<file path="src/rtl/core/key_gesture_event_queue_defines.svh">
// Assertion macros shared by the key gesture event queue RTL.
// Each macro samples on clk and is disabled while rst_n is low.
`ifndef KEY_GESTURE_EVENT_QUEUE_DEFINES_SVH
`define KEY_GESTURE_EVENT_QUEUE_DEFINES_SVH

// The consequence must hold in the same cycle as the antecedent.
`define KGEQ_ASSERT_SAME(label, ante, cons, msg) \
    label: assert property (@(posedge clk) disable iff (!rst_n) (ante) |-> (cons)) \
        else $error(msg);

// The consequence must hold in the cycle after the antecedent.
`define KGEQ_ASSERT_NEXT(label, ante, cons, msg) \
    label: assert property (@(posedge clk) disable iff (!rst_n) (ante) |=> (cons)) \
        else $error(msg);

`endif

</file>
<file path="src/rtl/core/kgeq_pkg.sv">
// Package of the key gesture event queue: sizes, codes, payload and state types.
// Used by kgeq_key_step and key_gesture_event_queue; depends on nothing.
package kgeq_pkg;

    localparam int KEYS        = 8;
    localparam int QUEUE_SLOTS = 8;
    localparam int QUEUE_DEPTH = KEYS * QUEUE_SLOTS;
    localparam int KEY_W       = (KEYS > 1) ? $clog2(KEYS) : 1;
    localparam int SLOT_W      = $clog2(QUEUE_SLOTS);
    localparam int QA_W        = $clog2(QUEUE_DEPTH);

    localparam logic [5:0] EV_DOWN   = 6'h01;
    localparam logic [5:0] EV_UP     = 6'h02;
    localparam logic [5:0] EV_CLICK  = 6'h04;
    localparam logic [5:0] EV_DOUBLE = 6'h08;
    localparam logic [5:0] EV_LONG   = 6'h10;
    localparam logic [5:0] EV_REPEAT = 6'h20;

    typedef enum logic [1:0] {
        CMD_TICK  = 2'd0,
        CMD_POP   = 2'd1,
        CMD_CLEAR = 2'd2
    } kgeq_cmd_t;

    typedef enum logic [2:0] {
        REG_DEBOUNCE_TICKS   = 3'd0,
        REG_LONG_TICKS       = 3'd1,
        REG_DOUBLE_TICKS     = 3'd2,
        REG_REPEAT_TICKS     = 3'd3,
        REG_PRESS_LEVEL_MASK = 3'd4,
        REG_FEATURE_ENABLE   = 3'd5,
        REG_KEY_ENABLE_MASK  = 3'd6
    } kgeq_reg_t;

    typedef enum logic [2:0] {
        MODE_IDLE     = 3'd0,
        MODE_PRESSED  = 3'd1,
        MODE_RELEASED = 3'd2,
        MODE_DOUBLE   = 3'd3,
        MODE_LONG     = 3'd4
    } kgeq_mode_t;

    typedef enum logic [2:0] {
        ST_IDLE,
        ST_TICK,
        ST_POP,
        ST_POP_OUT,
        ST_CLEAR
    } kgeq_fsm_t;

    typedef struct packed {
        logic [1:0] command;
        logic [2:0] key_index;
        logic [7:0] pin_levels;
    } kgeq_request_t;

    typedef struct packed {
        logic [5:0] event_flags;
        logic       queue_was_empty;
    } kgeq_result_t;

    typedef struct packed {
        logic [15:0] debounce_ticks;
        logic [15:0] long_ticks;
        logic [15:0] double_ticks;
        logic [15:0] repeat_ticks;
        logic [2:0]  feature_enable;
    } kgeq_timing_t;

    typedef struct packed {
        logic [15:0]       debounce_count;
        logic              prev_pressed;
        logic              cur_pressed;
        kgeq_mode_t        mode;
        logic [15:0]       hold_timer;
        logic [SLOT_W-1:0] head;
        logic [SLOT_W-1:0] tail;
    } kgeq_key_state_t;

    localparam kgeq_key_state_t KEY_STATE_RESET = kgeq_key_state_t'('0);

    function automatic logic key_bit(input logic [7:0] mask, input int unsigned k);
        logic [2:0] sel;
        sel = k[2:0];
        return (k < 8) ? mask[sel] : 1'b0;
    endfunction

    function automatic logic [SLOT_W-1:0] next_slot(input logic [SLOT_W-1:0] p);
        return (int'(p) + 1 >= QUEUE_SLOTS) ? '0 : p + SLOT_W'(1);
    endfunction

    function automatic logic [QA_W-1:0] queue_addr(input logic [KEY_W-1:0] k,
                                                   input logic [SLOT_W-1:0] s);
        return QA_W'(int'(k) * QUEUE_SLOTS + int'(s));
    endfunction

endpackage

</file>
<file path="src/rtl/core/key_gesture_event_queue.sv">
// Top level of the key gesture event queue: command sequencer, key state memory and
// event FIFO memory. Depends on kgeq_pkg, kgeq_key_step and the assertion macros.

// A command transaction is taken when start is high and busy is low. A tick visits the
// keys one per cycle through the key state memory and holds busy high until it has
// updated the last key. A pop reads the key state and then the event FIFO memory; its
// result is registered and shown with done for one cycle (from ST_POP_OUT, from ST_POP
// when the FIFO is empty, or straight from idle when the key index is out of range), and
// a new command may be taken in that same cycle. A clear sets the key's head to its tail.
// The receiver cannot stall: each result must be captured in the cycle done is high.
// Configuration writes take effect at once and are meant for when busy is low.
`include "key_gesture_event_queue_defines.svh"

module key_gesture_event_queue
    import kgeq_pkg::*;
(
    input  logic          clk,
    input  logic          rst_n,
    input  logic          start,
    input  kgeq_request_t request,
    output logic          busy,
    output logic          done,
    output kgeq_result_t  result,
    input  logic          cfg_we,
    input  logic [2:0]    cfg_index,
    input  logic [15:0]   cfg_data
);

    logic [15:0] debounce_ticks_reg;
    logic [15:0] long_ticks_reg;
    logic [15:0] double_ticks_reg;
    logic [15:0] repeat_ticks_reg;
    logic [7:0]  active_mask_reg;
    logic [2:0]  feature_enable_reg;
    logic [7:0]  key_enable_mask_reg;
    logic [7:0]  enable_rising;

    kgeq_fsm_t       state_reg, state_next;
    logic [KEY_W-1:0] exec_key_reg, exec_key_next;
    logic [KEY_W-1:0] op_key_reg, op_key_next;
    logic [7:0]       pins_reg, pins_next;
    logic             done_reg, done_next;
    kgeq_result_t     result_reg, result_next;

    kgeq_key_state_t state_mem [KEYS];
    kgeq_key_state_t state_rd_reg;
    logic            state_rd_valid_reg;
    logic [KEYS-1:0] key_valid_reg;
    logic [5:0]      queue_mem [QUEUE_DEPTH];
    logic [5:0]      q_rd_reg;

    logic [KEY_W-1:0] st_raddr;
    logic [KEY_W-1:0] st_waddr;
    logic             st_we;
    kgeq_key_state_t  st_wdata;
    logic [QA_W-1:0]  q_raddr;
    logic [QA_W-1:0]  q_waddr;
    logic             q_we;
    logic [5:0]       q_wdata;

    kgeq_key_state_t   cur_key;
    kgeq_key_state_t   step_key;
    logic [5:0]        step_flags;
    kgeq_timing_t      timing;
    logic [SLOT_W-1:0] push_slot;
    logic              req_in_range;

    assign busy   = (state_reg != ST_IDLE);
    assign done   = done_reg;
    assign result = result_reg;

    assign timing = '{debounce_ticks: debounce_ticks_reg,
                      long_ticks:     long_ticks_reg,
                      double_ticks:   double_ticks_reg,
                      repeat_ticks:   repeat_ticks_reg,
                      feature_enable: feature_enable_reg};

    assign enable_rising = cfg_data[7:0] & ~key_enable_mask_reg;
    assign cur_key       = state_rd_valid_reg ? state_rd_reg : KEY_STATE_RESET;
    assign push_slot     = next_slot(cur_key.tail);
    assign req_in_range  = (int'(request.key_index) < KEYS);

    kgeq_key_step u_key_step (
        .key_in       (cur_key),
        .pin_level    (key_bit(pins_reg, int'(exec_key_reg))),
        .active_level (key_bit(active_mask_reg, int'(exec_key_reg))),
        .timing       (timing),
        .key_out      (step_key),
        .flags        (step_flags)
    );

    always_ff @(posedge clk or negedge rst_n)
    begin
        if (!rst_n)
        begin
            debounce_ticks_reg  <= 16'd20;
            long_ticks_reg      <= 16'd1000;
            double_ticks_reg    <= 16'd300;
            repeat_ticks_reg    <= 16'd200;
            active_mask_reg     <= 8'd0;
            feature_enable_reg  <= 3'd7;
            key_enable_mask_reg <= 8'd0;
        end
        else if (cfg_we)
        begin
            case (cfg_index)
                REG_DEBOUNCE_TICKS:   debounce_ticks_reg  <= cfg_data;
                REG_LONG_TICKS:       long_ticks_reg      <= cfg_data;
                REG_DOUBLE_TICKS:     double_ticks_reg    <= cfg_data;
                REG_REPEAT_TICKS:     repeat_ticks_reg    <= cfg_data;
                REG_PRESS_LEVEL_MASK: active_mask_reg     <= cfg_data[7:0];
                REG_FEATURE_ENABLE:   feature_enable_reg  <= cfg_data[2:0];
                REG_KEY_ENABLE_MASK:  key_enable_mask_reg <= cfg_data[7:0];
                default:
                begin
                end
            endcase
        end
    end

    // An entry whose valid bit is clear reads as the reset state of its key.
    always_ff @(posedge clk or negedge rst_n)
    begin
        if (!rst_n)
        begin
            key_valid_reg      <= '0;
            state_rd_valid_reg <= 1'b0;
        end
        else
        begin
            state_rd_valid_reg <= key_valid_reg[st_raddr];
            if (cfg_we && (cfg_index == REG_KEY_ENABLE_MASK))
            begin
                for (int k = 0; k < KEYS; k++)
                begin
                    if (key_bit(enable_rising, k))
                    begin
                        key_valid_reg[k] <= 1'b0;
                    end
                end
            end
            else if (st_we)
            begin
                key_valid_reg[st_waddr] <= 1'b1;
            end
        end
    end

    always_ff @(posedge clk)
    begin
        if (st_we)
        begin
            state_mem[st_waddr] <= st_wdata;
        end
        state_rd_reg <= state_mem[st_raddr];
    end

    always_ff @(posedge clk)
    begin
        if (q_we)
        begin
            queue_mem[q_waddr] <= q_wdata;
        end
        q_rd_reg <= queue_mem[q_raddr];
    end

    always_ff @(posedge clk or negedge rst_n)
    begin
        if (!rst_n)
        begin
            state_reg <= ST_IDLE;
            done_reg  <= 1'b0;
        end
        else
        begin
            state_reg <= state_next;
            done_reg  <= done_next;
        end
    end

    always_ff @(posedge clk)
    begin
        exec_key_reg <= exec_key_next;
        op_key_reg   <= op_key_next;
        pins_reg     <= pins_next;
        result_reg   <= result_next;
    end

    always_comb
    begin
        state_next    = state_reg;
        exec_key_next = exec_key_reg;
        op_key_next   = op_key_reg;
        pins_next     = pins_reg;
        done_next     = 1'b0;
        result_next   = result_reg;
        st_raddr      = op_key_reg;
        st_waddr      = op_key_reg;
        st_we         = 1'b0;
        st_wdata      = step_key;
        q_raddr       = queue_addr(op_key_reg, cur_key.head);
        q_waddr       = queue_addr(exec_key_reg, cur_key.tail);
        q_we          = 1'b0;
        q_wdata       = step_flags;
        case (state_reg)
            ST_IDLE:
            begin
                if (start)
                begin
                    case (request.command)
                        CMD_TICK:
                        begin
                            exec_key_next = '0;
                            pins_next     = request.pin_levels;
                            st_raddr      = '0;
                            state_next    = ST_TICK;
                        end
                        CMD_POP:
                        begin
                            if (req_in_range)
                            begin
                                op_key_next = KEY_W'(request.key_index);
                                st_raddr    = KEY_W'(request.key_index);
                                state_next  = ST_POP;
                            end
                            else
                            begin
                                done_next   = 1'b1;
                                result_next = '{event_flags: '0, queue_was_empty: 1'b1};
                            end
                        end
                        CMD_CLEAR:
                        begin
                            if (req_in_range)
                            begin
                                op_key_next = KEY_W'(request.key_index);
                                st_raddr    = KEY_W'(request.key_index);
                                state_next  = ST_CLEAR;
                            end
                        end
                        default:
                        begin
                        end
                    endcase
                end
            end
            ST_TICK:
            begin
                st_waddr = exec_key_reg;
                if (key_bit(key_enable_mask_reg, int'(exec_key_reg)))
                begin
                    st_we = 1'b1;
                    if ((step_flags != 6'd0) && (push_slot != cur_key.head))
                    begin
                        q_we          = 1'b1;
                        st_wdata.tail = push_slot;
                    end
                end
                if (exec_key_reg == KEY_W'(KEYS - 1))
                begin
                    state_next = ST_IDLE;
                end
                else
                begin
                    exec_key_next = exec_key_reg + KEY_W'(1);
                    st_raddr      = exec_key_reg + KEY_W'(1);
                end
            end
            ST_POP:
            begin
                st_wdata = cur_key;
                if (cur_key.head != cur_key.tail)
                begin
                    st_we         = 1'b1;
                    st_wdata.head = next_slot(cur_key.head);
                    state_next    = ST_POP_OUT;
                end
                else
                begin
                    done_next   = 1'b1;
                    result_next = '{event_flags: '0, queue_was_empty: 1'b1};
                    state_next  = ST_IDLE;
                end
            end
            ST_POP_OUT:
            begin
                done_next   = 1'b1;
                result_next = '{event_flags: q_rd_reg, queue_was_empty: 1'b0};
                state_next  = ST_IDLE;
            end
            ST_CLEAR:
            begin
                st_we         = 1'b1;
                st_wdata      = cur_key;
                st_wdata.head = cur_key.tail;
                state_next    = ST_IDLE;
            end
            default:
            begin
                state_next = ST_IDLE;
            end
        endcase
    end

    // Only nonzero flag sets are queued, so a popped transaction is empty exactly when
    // its flags are zero.
    `KGEQ_ASSERT_SAME(a_empty_matches_flags, done_reg,
        result_reg.queue_was_empty == (result_reg.event_flags == 6'd0),
        "pop result empty bit disagrees with its flags")
    `KGEQ_ASSERT_NEXT(a_tick_goes_busy, start && !busy && (request.command == CMD_TICK),
        busy, "accepted tick did not raise busy")
    `KGEQ_ASSERT_SAME(a_push_only_in_tick, q_we, (state_reg == ST_TICK) && st_we,
        "event FIFO written outside a tick key update")
    `KGEQ_ASSERT_NEXT(a_pop_out_delivers, state_reg == ST_POP_OUT,
        done_reg && !result_reg.queue_was_empty, "non-empty pop did not deliver a result")

endmodule

</file>
<file path="src/rtl/core/kgeq_key_step.sv">
// One tick of one key: hold timer, debounce sampling, edge flags and gesture machine.
// Combinational; depends on kgeq_pkg. The queue pointers pass through unchanged.
module kgeq_key_step
    import kgeq_pkg::*;
(
    input  kgeq_key_state_t key_in,
    input  logic            pin_level,
    input  logic            active_level,
    input  kgeq_timing_t    timing,
    output kgeq_key_state_t key_out,
    output logic [5:0]      flags
);

    logic        pressed;
    logic [15:0] hold;
    logic [16:0] cnt;

    always_comb
    begin
        key_out = key_in;
        flags   = '0;
        pressed = (pin_level == active_level);
        hold    = key_in.hold_timer;
        if (hold != 16'd0)
        begin
            hold = hold - 16'd1;
        end
        cnt = {1'b0, key_in.debounce_count} + 17'd1;
        key_out.hold_timer = hold;
        if (cnt < {1'b0, timing.debounce_ticks})
        begin
            key_out.debounce_count = cnt[15:0];
        end
        else
        begin
            key_out.debounce_count = '0;
            key_out.prev_pressed   = key_in.cur_pressed;
            key_out.cur_pressed    = pressed;
            if (!key_in.cur_pressed && pressed)
            begin
                flags = flags | EV_DOWN;
            end
            else if (key_in.cur_pressed && !pressed)
            begin
                flags = flags | EV_UP;
            end
            case (key_in.mode)
                MODE_IDLE:
                begin
                    if (pressed)
                    begin
                        key_out.hold_timer = timing.long_ticks;
                        key_out.mode       = MODE_PRESSED;
                    end
                end
                MODE_PRESSED:
                begin
                    if (!pressed)
                    begin
                        if (timing.feature_enable[0])
                        begin
                            key_out.hold_timer = timing.double_ticks;
                            key_out.mode       = MODE_RELEASED;
                        end
                        else
                        begin
                            flags        = flags | EV_CLICK;
                            key_out.mode = MODE_IDLE;
                        end
                    end
                    else if (hold == 16'd0)
                    begin
                        key_out.hold_timer = timing.repeat_ticks;
                        if (timing.feature_enable[1])
                        begin
                            flags = flags | EV_LONG;
                        end
                        key_out.mode = MODE_LONG;
                    end
                end
                MODE_RELEASED:
                begin
                    if (pressed)
                    begin
                        if (timing.feature_enable[0])
                        begin
                            flags = flags | EV_DOUBLE;
                        end
                        key_out.hold_timer = '0;
                        key_out.mode       = MODE_DOUBLE;
                    end
                    else if (hold == 16'd0)
                    begin
                        flags        = flags | EV_CLICK;
                        key_out.mode = MODE_IDLE;
                    end
                end
                MODE_DOUBLE:
                begin
                    if (!pressed)
                    begin
                        key_out.mode = MODE_IDLE;
                    end
                end
                MODE_LONG:
                begin
                    if (!pressed)
                    begin
                        key_out.mode = MODE_IDLE;
                    end
                    else if (hold == 16'd0)
                    begin
                        key_out.hold_timer = timing.repeat_ticks;
                        if (timing.feature_enable[2])
                        begin
                            flags = flags | EV_REPEAT;
                        end
                    end
                end
                default:
                begin
                end
            endcase
        end
    end

endmodule

</file>
<file path="config.mk">
export PLATFORM = sky130hd
export DESIGN_NAME = key_gesture_event_queue
export DESIGN_NICKNAME = d
export VERILOG_FILES = /design/src/rtl/core/kgeq_pkg.sv /design/src/rtl/core/key_gesture_event_queue.sv /design/src/rtl/core/kgeq_key_step.sv
export VERILOG_INCLUDE_DIRS = /design/src /design/src/rtl/core
export SDC_FILE = /design/constraint.sdc
export NUM_CORES = 1
export LEC_CHECK = 0
export ABC_AREA = 1
export ABC_CLOCK_PERIOD_IN_PS = 8450
export BUFFER_PORTS_ARGS = -buffer_cell sky130_fd_sc_hd__buf_2
export CELL_PAD_IN_SITES_DETAIL_PLACEMENT = 1
export CELL_PAD_IN_SITES_GLOBAL_PLACEMENT = 2
export CORE_MARGIN = 2
export CORE_UTILIZATION = 43
export DETAILED_ROUTE_END_ITERATION = 7
export PLACE_DENSITY = 0.77
export SLEW_MARGIN = 25
export SYNTH_ARGS = -nofsm -noshare
export SYNTH_HDL_FRONTEND = slang
export SYNTH_SLANG_ARGS = --single-unit
</file>
<file path="constraint.sdc">
create_clock -name clk -period 8.45 [get_ports clk]
set_input_delay 1.2675 -clock clk [delete_from_list [all_inputs] [get_ports clk]]
set_output_delay 1.2675 -clock clk [all_outputs]
set_load 0.05 [all_outputs]
</file>
==> reports/results.ini, run 1 <==
[timing]
slew_headroom_pct = 27.1
setup_viol = 0
period_minus_slack_ps = 5960
fmax_ghz = 0.168
rsz0062_at_grt = false
skew_ps = 27.3
worstMarginPinSlew_ps = 1080
min_period_over_period_pct = 70.5
setup-tns-final_ps = 0
hold_violations = 0
slew_violations = 0

[global_routing]
grt_max_degree = 109
grt_pass1_vias = 27200
track_usage_pct = 24.3
antenna_found_initial = 4
grt_pass1_wl_um = 166000
overflow = 0

[layout]
nets = 3382
fillCellCount = 9225
drive_gt1_share_pct = 9.33
post-route-util_pct = 48.5
largest_reg_flops = 384
area_growth_pct = 11.6
finalInstanceArea_mm2 = 0.0421

[drt]
postRouteAntennaNets = 0
dr.pass1.iters = 5
drc_errors = 0
wl_per_cell_um = 23.9
drtIter0Drc = 1746
avgViaCountPerCell = 5.64
wl_um = 109000
vias = 25700

[synth]
synth_seq_cells = 885
syn_inst = 3334
synth_area_per_cell_um2 = 11.3
syn_area_mm2 = 0.0377
yosysSeqAreaShare_pct = 68.1
synth_nets = 3396
ys_types = 46
yosysWarnings = 0

[status]
outcome = finished clean

[pwr]
p_sw_share_pct = 41.6
ir_worst_vdd_v = 0.000299
p_per_area_mw_per_mm2 = 420
p_leak_uw = 0.0154
pwr-share-seq_pct = 35.7
p_sw_uw = 7340
p_int_uw = 10300
p_comb_share_pct = 41.2
clkPwrFrac_pct = 23.1

[run]
cap_violations = 0

[die]
start_util_pct = 43.4
die_w_um = 300
die_h_um = 300
dieArea_mm2 = 0.0900
io_pins = 45
core_area_mm2 = 0.0868
num_rows = 108

[worst_hold_path]
hp-class = reg -> reg
hp-start = active_mask_reg[6]

[critical_path]
crit_path_end_kind = flop
arrival_ps = 6240
cp-startpoint = state_rd_valid_reg
reg2reg_from = state_rd_valid_reg
required_ps = 8730
crit_type = reg -> reg
cp-start-kind = flop
cpPeakStageDelay_ps = 730
critPathSlowestCell = nand3_1
critPathMaxFanout = 23
crit_top_cell = nand2_1

[clocking]
htree_levels = 3
cts.sinks = 885
root_buffer = clkbuf_16
numCtsBuffers = 95
clock_latency_ps = 660
cts_buffer_depth = 3
cts_tree = yes
hold_buffers = 0
clk_pin_slew_ps = 60
cts_resized = 0
cts_setup_buffers = 0

[place]
dp_hpwl_um = 66900
io_buffer_count = 44
gp_congestion = 0.829
place_area_mm2 = 0.0390

[routing by layer]
layer	global-route usage (%)	routed length, µm	vias up
li1	-	-	12000
met3	3.09	4090	167
met4	8.87	3840	2
met2	43.5	55500	497
met5	0	11	-
met1	30.0	45200	13100
[path summary, 6_finish.rpt]
kind	cells past startpoint	slack, ps	endpoint
worst max-delay path	25	2490	queue_mem[11][3]
worst min-delay path	2	480	active_mask_reg[6]
worst max register to register	25	2490	queue_mem[11][3]
worst min register to register	2	480	active_mask_reg[6]
max in group asynchronous	2	6610	state_rd_valid_reg
min in group asynchronous	1	540	debounce_ticks_reg[8]
[final cells by class]
type	instances	area [µm²]	share of cell area, %
flip-flops and latches	885	25600	61.0
clock buffers	138	2690	6.40
well taps	1155	1450	3.44
clock inverters	38	365	0.869
repair buffers	85	531	1.26
inverters	155	589	1.40
diodes	1	2.50	0.00595
multi-input cells	2098	10800	25.7
[synth_stat cells, drive strengths merged]
library cell,number,area [µm²]
edfxtp,741,22300
nand2,526,2020
o21ai,489,2450
nor2,451,1730
clkbuf,159,597
inv,149,559
nand3,105,636
a21oi,82,410
dfrtp,78,1950
o22ai,62,388
o211ai,52,390
o221ai,51,447
o21a,49,368
dfxtp,48,961
a31oi,44,275
o21bai,43,323
o2bb2ai,41,359
buf,37,221
nor3,33,186
ha,26,325
nand4,20,125
dfstp,18,473
xor2,12,105
clkinv,6,22.5
xnor2,5,43.8
a211oi,2,15.0
a221oi,1,8.76
and2,1,8.76
and3,1,6.26
nor4,1,6.26
o41ai,1,8.76
[through the flow]
stage	hold slack (ps)	worst slack [ps]	power [µW]	instances
2_1_floorplan	448	1340	11100	3334
3_3_place_gp	470	2740	13400	4378
3_5_place_dp	474	2460	13700	4378
4_1_cts	487	2440	17800	4554
5_1_grt	503	1920	18800	4554
6_report	484	2490	17600	4555
[cells by family (layout without fill, tap and decap cells)]
family,Yosys count,count (layout),share of synthesized area [%]
AOI/OAI and AO/OA,917,917,14.5
adders and majority gates,26,26,0.864
xor gates and xnor gates,17,17,0.395
and+or+nand+nor,1138,1138,12.5
DFF,885,885,68.1
buffers and inverters,351,416,3.72
other,0,1,0
[power by group through the flow]
stage	Clock, µW	Combinational (µW)	Sequential (µW)
global route	4310	8100	6350
floorplan	0	4890	6260
finish	4080	7270	6300
CTS	4160	7330	6310
detailed placement	0	7290	6390
global placement	0	7070	6380
[critical path, delay by kind of cell, from the launching register on]
| family | cells | cell delay, ps |
|---|---|---|
| xor+xnor | 1 | 210 |
| fa+ha+maj | 2 | 450 |
| buf+inv | 4 | 320 |
| flops | 1 | 710 |
| simple gates | 18 | 3870 |
[layout by cell type, fill, tap and decap left out, types with 49 or more instances in the layout]
cell	Yosys	final
edfxtp_1	741	741
nand2_1	511	505
o21ai_0	484	480
nor2_1	444	442
inv_1	144	139
clkbuf_16	0	96
nand3_1	92	91
a21oi_1	82	82
dfrtp_1	78	77
o22ai_1	62	62
o211ai_1	52	52
o221ai_1	51	50
o21a_1	49	49
Note: power is estimated with default switching activity, not from simulation.
==> run 2, diff against run 1 <==
- ABC_AREA: 1 -> 0
- ABC_CLOCK_PERIOD_IN_PS: 8450 -> 5800
- CORE_UTILIZATION: 43 -> 46
- clock period: 8.45 -> 5.8 ns (I/O delays scaled with it)
==> reports/results.ini, run 2 <==
[global_routing]
track_usage_pct = 25.8  ; +1.5 points
grt_pass1_wl_um = 159000  ; -4.2%
grt_max_degree = 130  ; +19%
antenna_found_initial = 8  ; +4
grt_pass1_vias = 24500  ; -9.7%
overflow = 0  ; unchanged

[timing]
rsz0062_at_grt = true
period_minus_slack_ps = 5450  ; -508 ps
skew_ps = 69.3  ; +42.1 ps
setup_viol = 0  ; unchanged
min_period_over_period_pct = 94.0  ; +23 points
hold_violations = 0  ; unchanged
worstMarginPinSlew_ps = 1090  ; +6.18 ps
slew_headroom_pct = 27.6  ; +0.53 points
slew_violations = 0  ; unchanged
fmax_ghz = 0.183  ; +9.3%

[pwr]
p_int_uw = 14800  ; +44%
clkPwrFrac_pct = 25.4  ; +2.3 points
p_leak_uw = 0.0143  ; -7.0%
totalPowerFinal_uw = 23800  ; +35%
ir_worst_vdd_v = 0.000367  ; +23%
p_comb_share_pct = 36.9  ; -4.3 points
p_sw_uw = 9000  ; +23%
p_sw_share_pct = 37.8  ; -3.8 points
pwr-share-seq_pct = 37.7  ; +2.0 points
p_per_area_mw_per_mm2 = 561  ; +34%

[synth]
synth_edf_count = 741  ; unchanged
yosys-top-cells-count = 741 x edfxtp_1, 443 x nand2_1, 128 x mux4_2
syn_inst = 2600  ; -22%
yosysWarnings = 0  ; unchanged
ys_async_sr_fraction_pct = 10.8  ; unchanged
yosysSeqAreaShare_pct = 68.4  ; +0.32 points
synth_top_area_cell = edfxtp_1
synth-main-ff-cell = edfxtp_1
syn_area_mm2 = 0.0375  ; -0.47%
synth_area_per_cell_um2 = 14.4  ; +28%
yosys-top-cells-area = edfxtp_1 59%, mux4_2 7.7%, dfrtp_1 5.2%, nand2_1 4.4%, dfxtp_1 2.6%
synth_top_area_share_pct = 59.3  ; +0.28 points
ys_types = 81  ; +76%
yosysMostFrequentCell = edfxtp_1
synth_seq_cells = 885  ; unchanged
synth_nets = 2662  ; -22%

[critical_path]
cp-start-kind = flop
worstReg2RegEnd = queue_mem[8][2]
arrival_ps = 5770  ; -470 ps
r2r_slack_ps = 350  ; -2140 ps
critPathMaxFanout = 22  ; -4.3%
crit_path_end_kind = flop
cp-startpoint = state_rd_valid_reg
crit_type = reg -> reg
required_ps = 6120  ; -2610 ps
rr_worst_depth = 18  ; -28%
reg2reg_from = state_rd_valid_reg

[drt]
drtIter0Drc = 1748  ; +0.11%
wl_per_cell_um = 28.1  ; +18%
avgViaCountPerCell = 6.12  ; +8.7%
postRouteAntennaNets = 0  ; unchanged
dr.pass1.iters = 5  ; unchanged
vias = 23200  ; -9.7%
drc_errors = 0  ; unchanged
wl_um = 106000  ; -2.0%

[place]
io_buffer_count = 44  ; unchanged
dp_hpwl_um = 66000  ; -1.4%
place_area_mm2 = 0.0392  ; +0.59%
gp_congestion = 0.886  ; +6.9%

[die]
start_util_pct = 46.5  ; +3.1 points
die_h_um = 289  ; -3.5%
die_w_um = 289  ; -3.5%
dieArea_mm2 = 0.0838  ; -6.9%
io_pins = 45  ; unchanged
core_area_mm2 = 0.0805  ; -7.2%
num_rows = 104  ; -3.7%

[clocking]
cts_tree = yes
cts.sinks = 885  ; unchanged
cts_setup_buffers = 0  ; unchanged
htree_levels = 3  ; unchanged
numCtsBuffers = 91  ; -4.2%
clock_latency_ps = 690  ; +30 ps
root_buffer = clkbuf_16
clk_pin_slew_ps = 60  ; about the same
cts_buffer_depth = 3  ; unchanged

[status]
outcome = finished clean

[layout]
mostFrequentLayoutCell = edfxtp_1
nets = 2707  ; -20%
area_growth_pct = 13.2
finalInstanceArea_mm2 = 0.0424  ; +0.90%
layout_common_cells = 741 x edfxtp_1, 439 x nand2_1, 128 x mux4_2, 119 x nand3_1, 91 x clkbuf_16
largest_reg_flops = 384  ; unchanged
drive_gt1_share_pct = 21.5  ; +12 points

[run]
cap_violations = 0  ; unchanged

[worst_hold_path]
hp-class = in -> async

run 2: changes by cell type in the layout (fill, tap and decap cells not counted), sizes merged, moves of 48 or more:
cell	delta
o21ai	-406
nor2	-368
mux4	+128
inv	-112
nand2	-83
mux2	+74
and3	+64
o22ai	-60
nor3	+58
o211ai	-50
o221ai	-48
run 2: area by class of cell:
cell class | count | area, µm²
Sequential cell | 885 | 25600
Multi-Input combinational cell | 1516 | 11300
Timing Repair Buffer | 117 | 863
Inverter | 34 | 128
Fill cell | 7725 | 38100
Antenna cell | 2 | 5.00
Clock inverter | 55 | 753
Tap cell | 1060 | 1330
Clock buffer | 115 | 2400
run 2: routing by layer:
layer / vias to the layer above / GRT usage (%) / share of wire (%)
met1: 12100 / 33.9 / 41
met3: 211 / 3.10 / 5.1
li1: 10100 / - / -
met4: 0 / 9.88 / 3.8
met5: - / 0 / 0
met2: 773 / 44.0 / 50
run 2: power by group through the flow:
stage | registers (µW) | logic (µW) | clock network (µW)
2_1_floorplan | 8800 | 5740 | 0
3_3_place_gp | 9060 | 8490 | 0
3_5_place_dp | 9080 | 8730 | 0
4_1_cts | 8960 | 8790 | 6150
5_1_grt | 9040 | 9500 | 6390
6_report | 8970 | 8780 | 6050
run 2: metrics by stage:
| stage | std cells | utilization (%) | TNS [ps] | hold slack [ps] | setup slack (ps) |
|---|---|---|---|---|---|
| 5_1_grt | 3782 | 52.7 | -5720 | 282 | -88.3 |
| 6_report | 3784 | 52.7 | 0 | 249 | 348 |
| 4_1_cts | 3781 | 52.6 | 0 | 328 | 326 |
| 3_3_place_gp | 3611 | 48.7 | 0 | 481 | 461 |
| 3_5_place_dp | 3611 | 48.7 | 0 | 494 | 278 |
| 2_1_floorplan | 2600 | - | 0 | 469 | 5.87 |
run 2: critical path: stages (launching register included):
cell	delay, ps
dfrtp_2	530
inv_1	90
nor3_1	200
buf_4	160
nand4_1	230
nor3_1	520
nand3_1	250
xor2_1	180
nor2_1	60
ha_1	320
nand3_1	100
nor4_1	280
a221oi_1	120
o21ai_1	270
or2_2	270
and3_1	240
o21ai_4	230
buf_4	340
nor3_1	730
run 2: repair_timing:
item | CTS | global route
gates resized for setup | 0 | 8
setup endpoints to repair | 0 | 163
hold buffers | 0 | 0
run 2: worst max path at each step:
stage                             endpoint
after floorplan            queue_mem[0][5]
after global placement    queue_mem[18][2]
after detailed placement  queue_mem[19][0]
after CTS                 queue_mem[29][0]
after global routing      queue_mem[25][1]
final                      queue_mem[8][2]
run 2: kinds of logic (layout without fill, tap and decap cells):
| family | after synthesis | count (layout) | share of synthesized area (%) |
|---|---|---|---|
| and+or+nand+nor | 911 | 911 | 11.3 |
| DFF | 885 | 885 | 68.4 |
| AOI/OAI and AO/OA | 343 | 343 | 6.63 |
| muxes | 216 | 216 | 10.3 |
| buffers and inverters | 199 | 321 | 2.11 |
| adders and majority gates | 26 | 26 | 0.868 |
| xor gates and xnor gates | 20 | 20 | 0.467 |
| other | 0 | 2 | 0 |
